==> src/rtl/assert_macros.svh <==
// Assertion helpers for the sensor frame reader.
// Every macro samples on clk and is held off while rst is high.
`ifndef ASSERT_MACROS_SVH
`define ASSERT_MACROS_SVH

// Clocked property check; prop may use |-> or |=>.
`define SWR_ASSERT_PROP(label, prop, msg) \
  label: assert property (@(posedge clk) disable iff (rst) prop) else $error(msg);

// Plain invariant checked at every rising clock edge.
`define SWR_ASSERT_ALWAYS(label, expr, msg) \
  label: assert property (@(posedge clk) disable iff (rst) (expr)) else $error(msg);

`endif

==> src/rtl/swr_pkg.sv <==
package swr_pkg;

  localparam int FRAME_BITS = 40;
  localparam int CFG_DATA_W = 24;
  localparam int CFG_INDEX_W = 3;

  localparam logic [23:0] SINCE_MAX = 24'hFFFFFF;

  // Read sequence phases.
  typedef enum logic [2:0] {
    PH_IDLE,
    PH_START_LOW,
    PH_START_HIGH,
    PH_ACK_LOW,
    PH_ACK_HIGH,
    PH_BIT_LOW,
    PH_BIT_HIGH
  } phase_t;

  // Read status codes.
  typedef enum logic [1:0] {
    ST_OK,
    ST_ACK_TIMEOUT,
    ST_DATA_TIMEOUT,
    ST_CHECKSUM
  } status_t;

  // Configuration register indexes.
  typedef enum logic [CFG_INDEX_W-1:0] {
    CFG_MIN_INTERVAL,
    CFG_START_LOW,
    CFG_START_HIGH,
    CFG_ACK_TIMEOUT,
    CFG_BIT_LOW_TIMEOUT,
    CFG_BIT_HIGH_TIMEOUT
  } cfg_index_t;

  typedef struct packed {
    logic [23:0] min_interval_ticks;
    logic [15:0] start_low_ticks;
    logic [7:0]  start_high_ticks;
    logic [7:0]  ack_timeout;
    logic [7:0]  bit_low_timeout;
    logic [7:0]  bit_high_timeout;
  } cfg_t;

  typedef struct packed {
    logic               drive_enable;
    logic               drive_value;
    logic               busy_res;
    logic               done_res;
    logic               reused;
    logic [1:0]         status;
    logic [15:0]        humidity_tenths;
    logic signed [15:0] temperature_tenths;
  } res_t;

endpackage

==> src/rtl/swr_cfg.sv <==
module swr_cfg (
  input  logic                             clk,
  input  logic                             rst,
  input  logic                             cfg_we,
  input  logic [swr_pkg::CFG_INDEX_W-1:0]  cfg_index,
  input  logic [swr_pkg::CFG_DATA_W-1:0]   cfg_data,
  output swr_pkg::cfg_t                    cfg
);
  import swr_pkg::*;

  cfg_t cfg_next;

  always_comb begin
    cfg_next = cfg;
    if (cfg_we) begin
      unique case (cfg_index_t'(cfg_index))
        CFG_MIN_INTERVAL:     cfg_next.min_interval_ticks = cfg_data;
        CFG_START_LOW:        cfg_next.start_low_ticks = cfg_data[15:0];
        CFG_START_HIGH:       cfg_next.start_high_ticks = cfg_data[7:0];
        CFG_ACK_TIMEOUT:      cfg_next.ack_timeout = cfg_data[7:0];
        CFG_BIT_LOW_TIMEOUT:  cfg_next.bit_low_timeout = cfg_data[7:0];
        CFG_BIT_HIGH_TIMEOUT: cfg_next.bit_high_timeout = cfg_data[7:0];
        default: ;  // drop writes beyond the register list
      endcase
    end
  end

  always_ff @(posedge clk) begin
    if (rst) begin
      cfg.min_interval_ticks <= 24'd2000000;
      cfg.start_low_ticks    <= 16'd1100;
      cfg.start_high_ticks   <= 8'd25;
      cfg.ack_timeout        <= 8'd85;
      cfg.bit_low_timeout    <= 8'd56;
      cfg.bit_high_timeout   <= 8'd75;
    end else begin
      cfg <= cfg_next;
    end
  end

endmodule

==> src/rtl/swr_core.sv <==
module swr_core (
  input  logic           clk,
  input  logic           rst,
  input  logic           step,
  input  logic           action,
  input  logic           level,
  input  swr_pkg::cfg_t  cfg,
  output swr_pkg::res_t  res
);
  import swr_pkg::*;

  `include "assert_macros.svh"

  phase_t                phase, phase_next;
  logic [15:0]           phase_ticks, phase_ticks_next;
  logic [7:0]            pulse_ticks, pulse_ticks_next;
  logic [7:0]            low_pulse_length, low_pulse_length_next;
  logic [5:0]            bit_index, bit_index_next;
  logic [FRAME_BITS-1:0] frame_bits, frame_bits_next;
  logic [23:0]           since_last_read, since_last_read_next;
  status_t               last_status, last_status_next;
  logic [15:0]           last_humidity, last_humidity_next;
  logic [15:0]           last_temperature, last_temperature_next;

  logic                  done_flag;
  logic                  reused_flag;
  logic                  want_high;
  logic [7:0]            cur_timeout;
  logic [16:0]           ticks_inc;
  logic                  begin_pulse;
  phase_t                target;
  logic [FRAME_BITS-1:0] frame_shift;
  logic [5:0]            bit_index_inc;
  logic [7:0]            b0, b1, b2, b3, b4, sum8;
  logic [14:0]           mag;

  function automatic logic [7:0] timeout_of(phase_t ph, cfg_t c);
    priority if (ph == PH_ACK_LOW || ph == PH_ACK_HIGH) return c.ack_timeout;
    else if (ph == PH_BIT_LOW) return c.bit_low_timeout;
    else return c.bit_high_timeout;
  endfunction

  function automatic status_t fail_of(phase_t ph);
    return (ph == PH_ACK_LOW || ph == PH_ACK_HIGH) ? ST_ACK_TIMEOUT : ST_DATA_TIMEOUT;
  endfunction

  always_comb begin
    phase_next            = phase;
    phase_ticks_next      = phase_ticks;
    pulse_ticks_next      = pulse_ticks;
    low_pulse_length_next = low_pulse_length;
    bit_index_next        = bit_index;
    frame_bits_next       = frame_bits;
    since_last_read_next  = since_last_read;
    last_status_next      = last_status;
    last_humidity_next    = last_humidity;
    last_temperature_next = last_temperature;
    done_flag             = 1'b0;
    reused_flag           = 1'b0;
    begin_pulse           = 1'b0;
    target                = PH_BIT_LOW;

    want_high     = (phase == PH_ACK_HIGH) || (phase == PH_BIT_HIGH);
    cur_timeout   = timeout_of(phase, cfg);
    ticks_inc     = {1'b0, phase_ticks} + 17'd1;
    frame_shift   = {frame_bits[FRAME_BITS-2:0], (pulse_ticks > low_pulse_length)};
    bit_index_inc = bit_index + 6'd1;
    b0   = frame_shift[39:32];
    b1   = frame_shift[31:24];
    b2   = frame_shift[23:16];
    b3   = frame_shift[15:8];
    b4   = frame_shift[7:0];
    sum8 = b0 + b1 + b2 + b3;
    mag  = {b2[6:0], b3};

    if (action) begin
      if (phase == PH_IDLE) begin
        if (since_last_read < cfg.min_interval_ticks) begin
          done_flag   = 1'b1;
          reused_flag = 1'b1;
        end else begin
          since_last_read_next  = '0;
          frame_bits_next       = '0;
          bit_index_next        = '0;
          pulse_ticks_next      = '0;
          low_pulse_length_next = '0;
          phase_ticks_next      = '0;
          phase_next            = PH_START_LOW;
        end
      end
    end else begin
      if (since_last_read != SINCE_MAX) since_last_read_next = since_last_read + 24'd1;
      unique case (phase)
        PH_START_LOW: begin
          phase_ticks_next = ticks_inc[15:0];
          if (ticks_inc >= {1'b0, cfg.start_low_ticks}) begin
            phase_ticks_next = '0;
            pulse_ticks_next = '0;
            phase_next = (cfg.start_high_ticks == 8'd0) ? PH_ACK_LOW : PH_START_HIGH;
          end
        end
        PH_START_HIGH: begin
          phase_ticks_next = ticks_inc[15:0];
          if (ticks_inc >= 17'(cfg.start_high_ticks)) begin
            phase_ticks_next = '0;
            pulse_ticks_next = '0;
            phase_next       = PH_ACK_LOW;
          end
        end
        PH_ACK_LOW, PH_ACK_HIGH, PH_BIT_LOW, PH_BIT_HIGH: begin
          if (level == want_high) begin
            // Same level: count it, or abort when already at the limit.
            if (pulse_ticks >= cur_timeout) begin
              last_status_next = fail_of(phase);
              phase_next       = PH_IDLE;
              done_flag        = 1'b1;
            end else begin
              pulse_ticks_next = pulse_ticks + 8'd1;
            end
          end else begin
            unique case (phase)
              PH_ACK_LOW: begin
                begin_pulse = 1'b1;
                target      = PH_ACK_HIGH;
              end
              PH_ACK_HIGH: begin
                bit_index_next = '0;
                begin_pulse    = 1'b1;
                target         = PH_BIT_LOW;
              end
              PH_BIT_LOW: begin
                low_pulse_length_next = pulse_ticks;
                begin_pulse           = 1'b1;
                target                = PH_BIT_HIGH;
              end
              default: begin
                // End of a bit high pulse: shift in the bit.
                frame_bits_next = frame_shift;
                bit_index_next  = bit_index_inc;
                if (bit_index_inc >= 6'(FRAME_BITS)) begin
                  phase_next = PH_IDLE;
                  done_flag  = 1'b1;
                  if (sum8 != b4) begin
                    last_status_next = ST_CHECKSUM;
                  end else begin
                    last_status_next   = ST_OK;
                    last_humidity_next = {b0, b1};
                    last_temperature_next = b2[7] ? (16'd0 - {1'b0, mag}) : {1'b0, mag};
                  end
                end else begin
                  begin_pulse = 1'b1;
                  target      = PH_BIT_LOW;
                end
              end
            endcase
          end
        end
        default: ;  // idle: ignore the line
      endcase

      if (begin_pulse) begin
        // The edge sample is the first sample of the new pulse.
        if (timeout_of(target, cfg) == 8'd0) begin
          last_status_next = fail_of(target);
          phase_next       = PH_IDLE;
          done_flag        = 1'b1;
        end else begin
          pulse_ticks_next = 8'd1;
          phase_next       = target;
        end
      end
    end
  end

  always_comb begin
    res.drive_enable       = (phase_next == PH_START_LOW) || (phase_next == PH_START_HIGH);
    res.drive_value        = (phase_next == PH_START_HIGH);
    res.busy_res           = (phase_next != PH_IDLE);
    res.done_res           = done_flag;
    res.reused             = reused_flag;
    res.status             = last_status_next;
    res.humidity_tenths    = last_humidity_next;
    res.temperature_tenths = last_temperature_next;
  end

  always_ff @(posedge clk) begin
    if (rst) begin
      phase            <= PH_IDLE;
      phase_ticks      <= '0;
      pulse_ticks      <= '0;
      low_pulse_length <= '0;
      bit_index        <= '0;
      frame_bits       <= '0;
      since_last_read  <= SINCE_MAX;
      last_status      <= ST_OK;
      last_humidity    <= '0;
      last_temperature <= '0;
    end else if (step) begin
      phase            <= phase_next;
      phase_ticks      <= phase_ticks_next;
      pulse_ticks      <= pulse_ticks_next;
      low_pulse_length <= low_pulse_length_next;
      bit_index        <= bit_index_next;
      frame_bits       <= frame_bits_next;
      since_last_read  <= since_last_read_next;
      last_status      <= last_status_next;
      last_humidity    <= last_humidity_next;
      last_temperature <= last_temperature_next;
    end
  end

  `SWR_ASSERT_PROP(a_done_returns_idle, step && res.done_res |=> phase == PH_IDLE, "done word left the sequence busy")
  `SWR_ASSERT_PROP(a_reused_keeps_state, step && res.reused |=> phase == PH_IDLE && $stable(since_last_read), "early answer disturbed the read state")
  `SWR_ASSERT_PROP(a_start_clears_interval, step && phase == PH_IDLE && phase_next == PH_START_LOW |=> since_last_read == 24'd0, "read started without clearing the interval count")
  `SWR_ASSERT_ALWAYS(a_bit_index_bound, bit_index <= 6'(FRAME_BITS), "bit index ran past the frame")

endmodule

==> src/rtl/single_wire_sensor_frame_reader_top.sv <==
// Channel   Dir  Words                      Fields (low bit up)
// s_*       in   request or 1 us tick       tuser: action; tdata: line_level
// m_*       out  one status word per input  tdata: drive_enable .. temperature_tenths
// cfg_*     in   register write             cfg_index selects, cfg_data is the value
//
// Throughput: one word per clock while m_tready stays high; every input word yields one output word.
// Path: an accepted word passes through the input register, then the single-pass
// state update into the output register.
// Reset: synchronous rst clears the pipeline valids, the read state and loads the
// default timing registers; the interval count starts saturated.
// Stalls: a held output word back-pressures only when the input register is also full.
module single_wire_sensor_frame_reader_top (
  input  logic                             clk,
  input  logic                             rst,
  // input stream
  input  logic                             s_tvalid,
  output logic                             s_tready,
  input  logic [7:0]                       s_tdata,   // [0] line_level, [7:1] zero
  input  logic                             s_tuser,   // [0] action
  // output stream
  output logic                             m_tvalid,
  input  logic                             m_tready,
  output logic [39:0]                      m_tdata,   // [0] drive_enable, [1] drive_value,
                                                      // [2] busy_res, [3] done_res,
                                                      // [4] reused, [6:5] status,
                                                      // [22:7] humidity_tenths,
                                                      // [38:23] temperature_tenths,
                                                      // [39] zero
  // configuration writes
  input  logic                             cfg_we,
  input  logic [swr_pkg::CFG_INDEX_W-1:0]  cfg_index,
  input  logic [swr_pkg::CFG_DATA_W-1:0]   cfg_data
);
  import swr_pkg::*;

  cfg_t cfg;
  res_t res;
  res_t out_res;

  // Input register: holds one word until the state update can take it.
  logic in_valid;
  logic in_action;
  logic in_level;

  logic advance;  // output register free or draining this cycle
  logic step;     // apply the held word to the read state

  assign advance  = !m_tvalid || m_tready;
  assign step     = in_valid && advance;
  assign s_tready = !in_valid || advance;

  always_ff @(posedge clk) begin
    if (rst) begin
      in_valid <= 1'b0;
    end else if (s_tvalid && s_tready) begin
      in_valid <= 1'b1;
    end else if (step) begin
      in_valid <= 1'b0;
    end
  end

  // Capture payload on accept; no reset needed.
  always_ff @(posedge clk) begin
    if (s_tvalid && s_tready) begin
      in_action <= s_tuser;
      in_level  <= s_tdata[0];
    end
  end

  swr_cfg u_cfg (
    .clk       (clk),
    .rst       (rst),
    .cfg_we    (cfg_we),
    .cfg_index (cfg_index),
    .cfg_data  (cfg_data),
    .cfg       (cfg)
  );

  swr_core u_core (
    .clk    (clk),
    .rst    (rst),
    .step   (step),
    .action (in_action),
    .level  (in_level),
    .cfg    (cfg),
    .res    (res)
  );

  // Output register: advance whenever the downstream side has room.
  always_ff @(posedge clk) begin
    if (rst) begin
      m_tvalid <= 1'b0;
    end else if (advance) begin
      m_tvalid <= in_valid;
    end
  end

  always_ff @(posedge clk) begin
    if (step) begin
      out_res <= res;
    end
  end

  assign m_tdata = {1'b0,
                    out_res.temperature_tenths,
                    out_res.humidity_tenths,
                    out_res.status,
                    out_res.reused,
                    out_res.done_res,
                    out_res.busy_res,
                    out_res.drive_value,
                    out_res.drive_enable};

endmodule
==> config.mk <==
export PLATFORM = sky130hd
export DESIGN_NAME = single_wire_sensor_frame_reader_top
export DESIGN_NICKNAME = d
export VERILOG_FILES = /design/src/rtl/swr_pkg.sv /design/src/rtl/swr_cfg.sv /design/src/rtl/swr_core.sv /design/src/rtl/single_wire_sensor_frame_reader_top.sv
export VERILOG_INCLUDE_DIRS = /design/src /design/src/rtl
export SDC_FILE = /design/constraint.sdc
export NUM_CORES = 1
export LEC_CHECK = 0
export ABC_CLOCK_PERIOD_IN_PS = 9100
export BUFFER_PORTS_ARGS = -buffer_cell sky130_fd_sc_hd__buf_2
export CAP_MARGIN = 20
export CORE_ASPECT_RATIO = 1.1
export CORE_MARGIN = 4
export CORE_UTILIZATION = 35
export DETAILED_ROUTE_END_ITERATION = 8
export GPL_TIMING_DRIVEN = 0
export PLACE_DENSITY = 0.59
export SETUP_SLACK_MARGIN = 0.2
export SYNTH_ARGS = -nofsm -noshare
export SYNTH_HDL_FRONTEND = slang
export SYNTH_SLANG_ARGS = --single-unit
==> constraint.sdc <==
create_clock -name clk -period 9.1 [get_ports clk]
set_input_delay 0.91 -clock clk [delete_from_list [all_inputs] [get_ports clk]]
set_output_delay 0.91 -clock clk [all_outputs]
set_load 0.02 [all_outputs]
# ---- Word level (Yosys, flattened, before mapping)
# Index checks and enable logic that the tools add are counted.
# W data, S select, Z words.
dict set report totals {
  register_bits 253
  wordCells 201
}
dict set report op_classes {
  n_addsub 8
  magnitude_cmp 6
  eq_ne 24
  n_mux 100
  n_reduce_logical 35
}
# op count
set ops {}
lappend ops {{$mux W16} 18}
lappend ops {{$mux W39} 6}
lappend ops {{$mux W8} 19}
lappend ops {{$mux W24} 4}
lappend ops {{$mux W3} 14}
lappend ops {{$pmux W16 S2} 1}
lappend ops {{$mux W6} 5}
lappend ops {{$add A24 B1 Y24 const B} 1}
lappend ops {{$add A8 B8 Y8} 3}
lappend ops {{$lt A24 B24 Y1} 1}
lappend ops {{$ne A24 B24 Y1 const B} 1}
lappend ops {{$pmux W8 S3} 1}
lappend ops {{$mux W2} 11}
lappend ops {{$eq A3 B3 Y1 const B} 7}
lappend ops {{$eq A3 B2 Y1 const B} 6}
lappend ops {{$mux W1} 18}
lappend ops {{$reduce_and A6 Y1} 3}
lappend ops {{$add A16 B1 Y17 const B} 1}
lappend ops {{$ge A17 B16 Y1} 1}
lappend ops {{$ge A17 B8 Y1} 1}
lappend ops {{$logic_not A8 Y1} 2}
lappend ops {{$sub A1 B15 Y16 const A} 1}
lappend ops {{$pmux W6 S2} 1}
lappend ops {{$reduce_and A2 Y1} 6}
lappend ops {{23 further kinds} 41}

# ---- Longest topological paths before layout
dict set report logic_depth {
  word_depth 17
  mapped_depth 18
  mapped_depth_nobuf 15
}

# ---- Cells and area by module
# From an unflattened synthesis, not the netlist that was laid out.
dict set report unflattened {
  cells_unflattened 1553
  hier_area_um2 14166.1
}
# mod instances cells_per_inst area_each_um2
set by_module_without_submodules {}
lappend by_module_without_submodules {swr_core 1 1223 9920.8}
lappend by_module_without_submodules {swr_cfg 1 277 2899.0}
lappend by_module_without_submodules {single_wire_sensor_frame_reader_top 1 53 1346.3}

# ---- Worst setup path after synthesis
# No wires, ideal clock.
dict set report synth_timing {
  kind {register -> register}
  from {register u_core.frame_bits[8]}
  to {register out_res (netlist bit m_tdata[14]), data pin}
  setup_time_ns 0.260
  arrival_ns 3.932
  setup_slack_ns 4.908
  stages_incl_launch_ff 15
  synth_period_minus_slack_ns 4.192
  cell_sequence {dfxtp_1 -> fa_1 -> inv_1 -> fa_1 -> inv_1 -> ha_1 -> fa_1 -> a21o_1 -> a21oi_1 -> o21ai_0 -> xnor2_1 -> nand4b_1 -> nor3_1 -> buf_2 -> mux2_2}
}
# item line
set synth_rtl {}
lappend synth_rtl {{start: declaration} swr_core.sv:19} ;# logic [FRAME_BITS-1:0] frame_bits, frame_bits_next;
lappend synth_rtl {{start signal: assignment} swr_core.sv:204} ;# frame_bits <= frame_bits_next;
lappend synth_rtl {{end signal: assignment} single_wire_sensor_frame_reader_top.sv:100} ;# out_res <= res;
lappend synth_rtl {{end: declaration} single_wire_sensor_frame_reader_top.sv:38} ;# res_t out_res;

==> flow_summary_export.csv <==
group,metric,value,unit
status,status,"finished, final reports clean",
power,switching_power,0.000746,W
detailed_routing,wl_met3,2.08,mm
synthesis,yosys.area_share.simple,20.9,%
power,finalPower,0.00287,W
min_path,hold_class,"reg2reg",
run,maxCapViolations,0,
global_route,grt_pass1_wl,64.7,mm
synthesis,synth-main-ff-cell,"dfxtp_1",
global_route,grt_usage,18.5,%
power,p_leak,6.25,nW
synthesis,yosysTopAreaCellShare,30.4,%
cts,cts_setup_buffers,0,
final_layout,final_common_cell,"dfxtp_1",
synthesis,yosysSeqAreaShare,39.3,%
sta,post-route-period-util,54.7,%
sta,max_freq,0.201,GHz
placement,dp.cells,2202,
placement,postPlaceCellArea,0.0150,mm²
synthesis,synth_mux_area_share,5.74,%
power,p_per_area,178,mW/mm²
detailed_routing,wl_per_cell,17.7,µm
detailed_routing,drtIter0Drc,1000,
cts,clock-sinks,253,
global_route,grt_overflow,0,
final_layout,nNetsFinal,1857,
cts,cts-resized-gates,0,
die,die_area,0.0431,mm²
synthesis,synth-async-reset-ratio,0,%
die,num_rows,76,
cts,cts_tree,"built",
detailed_routing,avgViaCountPerCell,5.38,
sta,final_hold_viol_count,0,
synthesis,synth_cell_types,85,
synthesis,synth_fa_ha_area_share,8.65,%
setup_path,cp_max_fo,10,
final_layout,seq_area,0.00548,mm²
synthesis,avgSynthCellArea,8.60,µm²
die,start_util,35.5,%
detailed_routing,ant_nets,0,
power,ir_drop,132,µV
cts,cts_made_buffers,30,
final_layout,area_delta_synth_final,15.7,%
synthesis,synthesis.area,0.0139,mm²
final_layout,final_cell_area,0.0161,mm²
cts,clk_path_buf_depth,3,
die,chipHeight,217,µm
cts,ctsHoldBuffers,0,
die,core_area,0.0393,mm²
cts,clock-root-buffer,"clkbuf_16",
setup_path,cp-end-kind,"flop",
sta,tns,0,ns
die,die_w,198,µm
final_layout,fin_cells,2259,
sta,finalCriticalPeriod,4.98,ns
sta,drv_slew,0,
detailed_routing,drc,0,
detailed_routing,vias,12147,
placement,hpwl,29.9,mm
final_layout,antenna_cells,0,
sta,fin_worst_skew,0.0168,ns
power,p_int,0.00213,W
synthesis,synth_nets,1750,
global_route,antenna_found_initial,0,
synthesis,synth-edff-count,41,
setup_path,cp.arrival,5.29,ns
power,p_seq_share,41.6,%
placement,gp_congestion,0.930,
die,boundaryPins,83,
detailed_routing,first_pass_iters,7,
final_layout,fillers,3909,
final_layout,layout_common_cells,"212 x dfxtp_1, 204 x nand2_1, 140 x a21oi_1",
power,switching_share,26.0,%
cts,htree_num_levels,1,
synthesis,synth_top_family_by_area,"simple AND/OR/NAND/NOR gates",
placement,numPortBuffers,73,
detailed_routing,met1_length,18.0,mm
sta,finalSetupViolCount,0,
synthesis,synth_cells,1621,
setup_path,critPathRequiredTime,9.41,ns
detailed_routing,topRoutingLayerUsed,"met4",
setup_path,start_kind,"flop",
cts,clkTransAtPathRegs,0.06,ns
synthesis,synth_area_leaders,"dfxtp_1 30%, edfxtp_1 8.8%, ha_1 6.6%",
global_route,grt_pass1_vias,11895,
cts,worstSkewPairLatency,0.58,ns
final_layout,drive_above_1_share,11.7,%
setup_path,critPathKind,"reg2reg",
power,p_clk_share,48.0,%
detailed_routing,drt-total-wl,40.1,mm
synthesis,ys_warn_count,0,
synthesis,yosys.area_share.xor_xnor,3.39,%
sta,relSlewSlack,30.8,%
sta,worstMarginPinSlew,1.04,ns
power,combPwrFrac,10.3,%
final_layout,multi_input_area,0.00777,mm²
synthesis,synth-compound-area-share,17.0,%
sta,rsz0062_at_grt,"false",
detailed_routing,met2_wirelength,18.8,mm
synthesis,synth_top_cell_by_area,"dfxtp_1",
synthesis,synth-seq-cells,253,
global_route,grt_max_degree,30,
-- critical path, stage by stage, from the launching register on --
cell and delay [ns]:
dfxtp_1 0.39, fa_1 0.56, inv_1 0.05, fa_1 0.51, inv_1 0.05, ha_1 0.21
fa_1 0.40, a21o_1 0.19, a21oi_1 0.21, o21ai_0 0.16, xnor2_1 0.19, nand4b_1 0.21
nor3_1 0.75, buf_2 0.43, mux2_2 0.40
-- layer usage --
metal	global-route usage (%)	up-vias
met2	30.8	329
met5	0	-
li1	-	5995
met1	24.6	5737
met3	2.69	86
met4	5.88	0
-- cells by family after synthesis --
| family | Yosys count |
|---|---|
| buffers and inverters | 181 |
| adders and majority gates | 88 |
| DFF | 253 |
| muxes | 76 |
| and+or+nand+nor | 595 |
| AOI/OAI and AO/OA | 373 |
| other | 1 |
| xor gates and xnor gates | 54 |
-- power by group through the flow --
stage / Combinational, W / Clock (W) / Sequential (W)
after CTS: 0.000296 / 0.00141 / 0.00120
after floorplan: 0.000188 / 0 / 0.00122
after global routing: 0.000332 / 0.00145 / 0.00120
final: 0.000297 / 0.00138 / 0.00120
after detailed placement: 0.000294 / 0 / 0.00122
after global placement: 0.000287 / 0 / 0.00122
-- path summary, 6_finish.rpt --
| path | to | cells past startpoint | slack [ns] | startpoint |
|---|---|---|---|---|
| max | m_tdata[14] | 14 | 4.12 | u_core.frame_bits[8] |
| min | u_cfg.cfg[71] | 2 | 0.46 | u_cfg.cfg[71] |
| max reg2reg | m_tdata[14] | 14 | 4.12 | u_core.frame_bits[8] |
| min reg2reg | u_cfg.cfg[71] | 2 | 0.46 | u_cfg.cfg[71] |
-- registers in the layout (all words and copies together) (netlist names), 2 cells and up --
name / flops
u_cfg.cfg: 72
m_tdata: 39
u_core.frame_bits: 39
u_core.since_last_read: 24
u_core.last_humidity: 16
u_core.last_temperature: 16
u_core.phase_ticks: 16
u_core.low_pulse_length: 8
u_core.pulse_ticks: 8
u_core.bit_index: 6
u_core.phase: 3
u_core.last_status: 2
-- Yosys cell counts (32+ instances only) --
master	number
dfxtp_1	212
nand2_1	204
a21oi_1	140
nor2_1	137
inv_1	90
ha_1	74
clkbuf_1	73
o21ai_0	70
nand3_1	59
mux2i_1	44
edfxtp_1	41
xnor2_1	41
mux2_2	32
nor3b_1	32
-- metrics by stage --
stage / worst slack (ns) / utilization, % / hold WS [ns]
CTS: 4.06 / 41.1 / 0.457
global placement: 3.68 / 38.1 / 0.445
global route: 3.78 / 41.1 / 0.470
finish: 4.12 / 41.1 / 0.456
detailed placement: 4.10 / 38.1 / 0.450
floorplan: 4.91 / - / 0.436
-- cell type report --
| class | instances | area share, % |
|---|---|---|
| timing repair buffer | 75 | 2.43 |
| clock inverter | 15 | 1.22 |
| multi-input combinational | 1187 | 48.1 |
| clock buffer | 41 | 6.01 |
| inverter | 92 | 2.14 |
| buffer | 89 | 2.22 |
| sequential | 253 | 33.9 |
| tap | 507 | 3.93 |
Power figures use the tool's default switching activity.
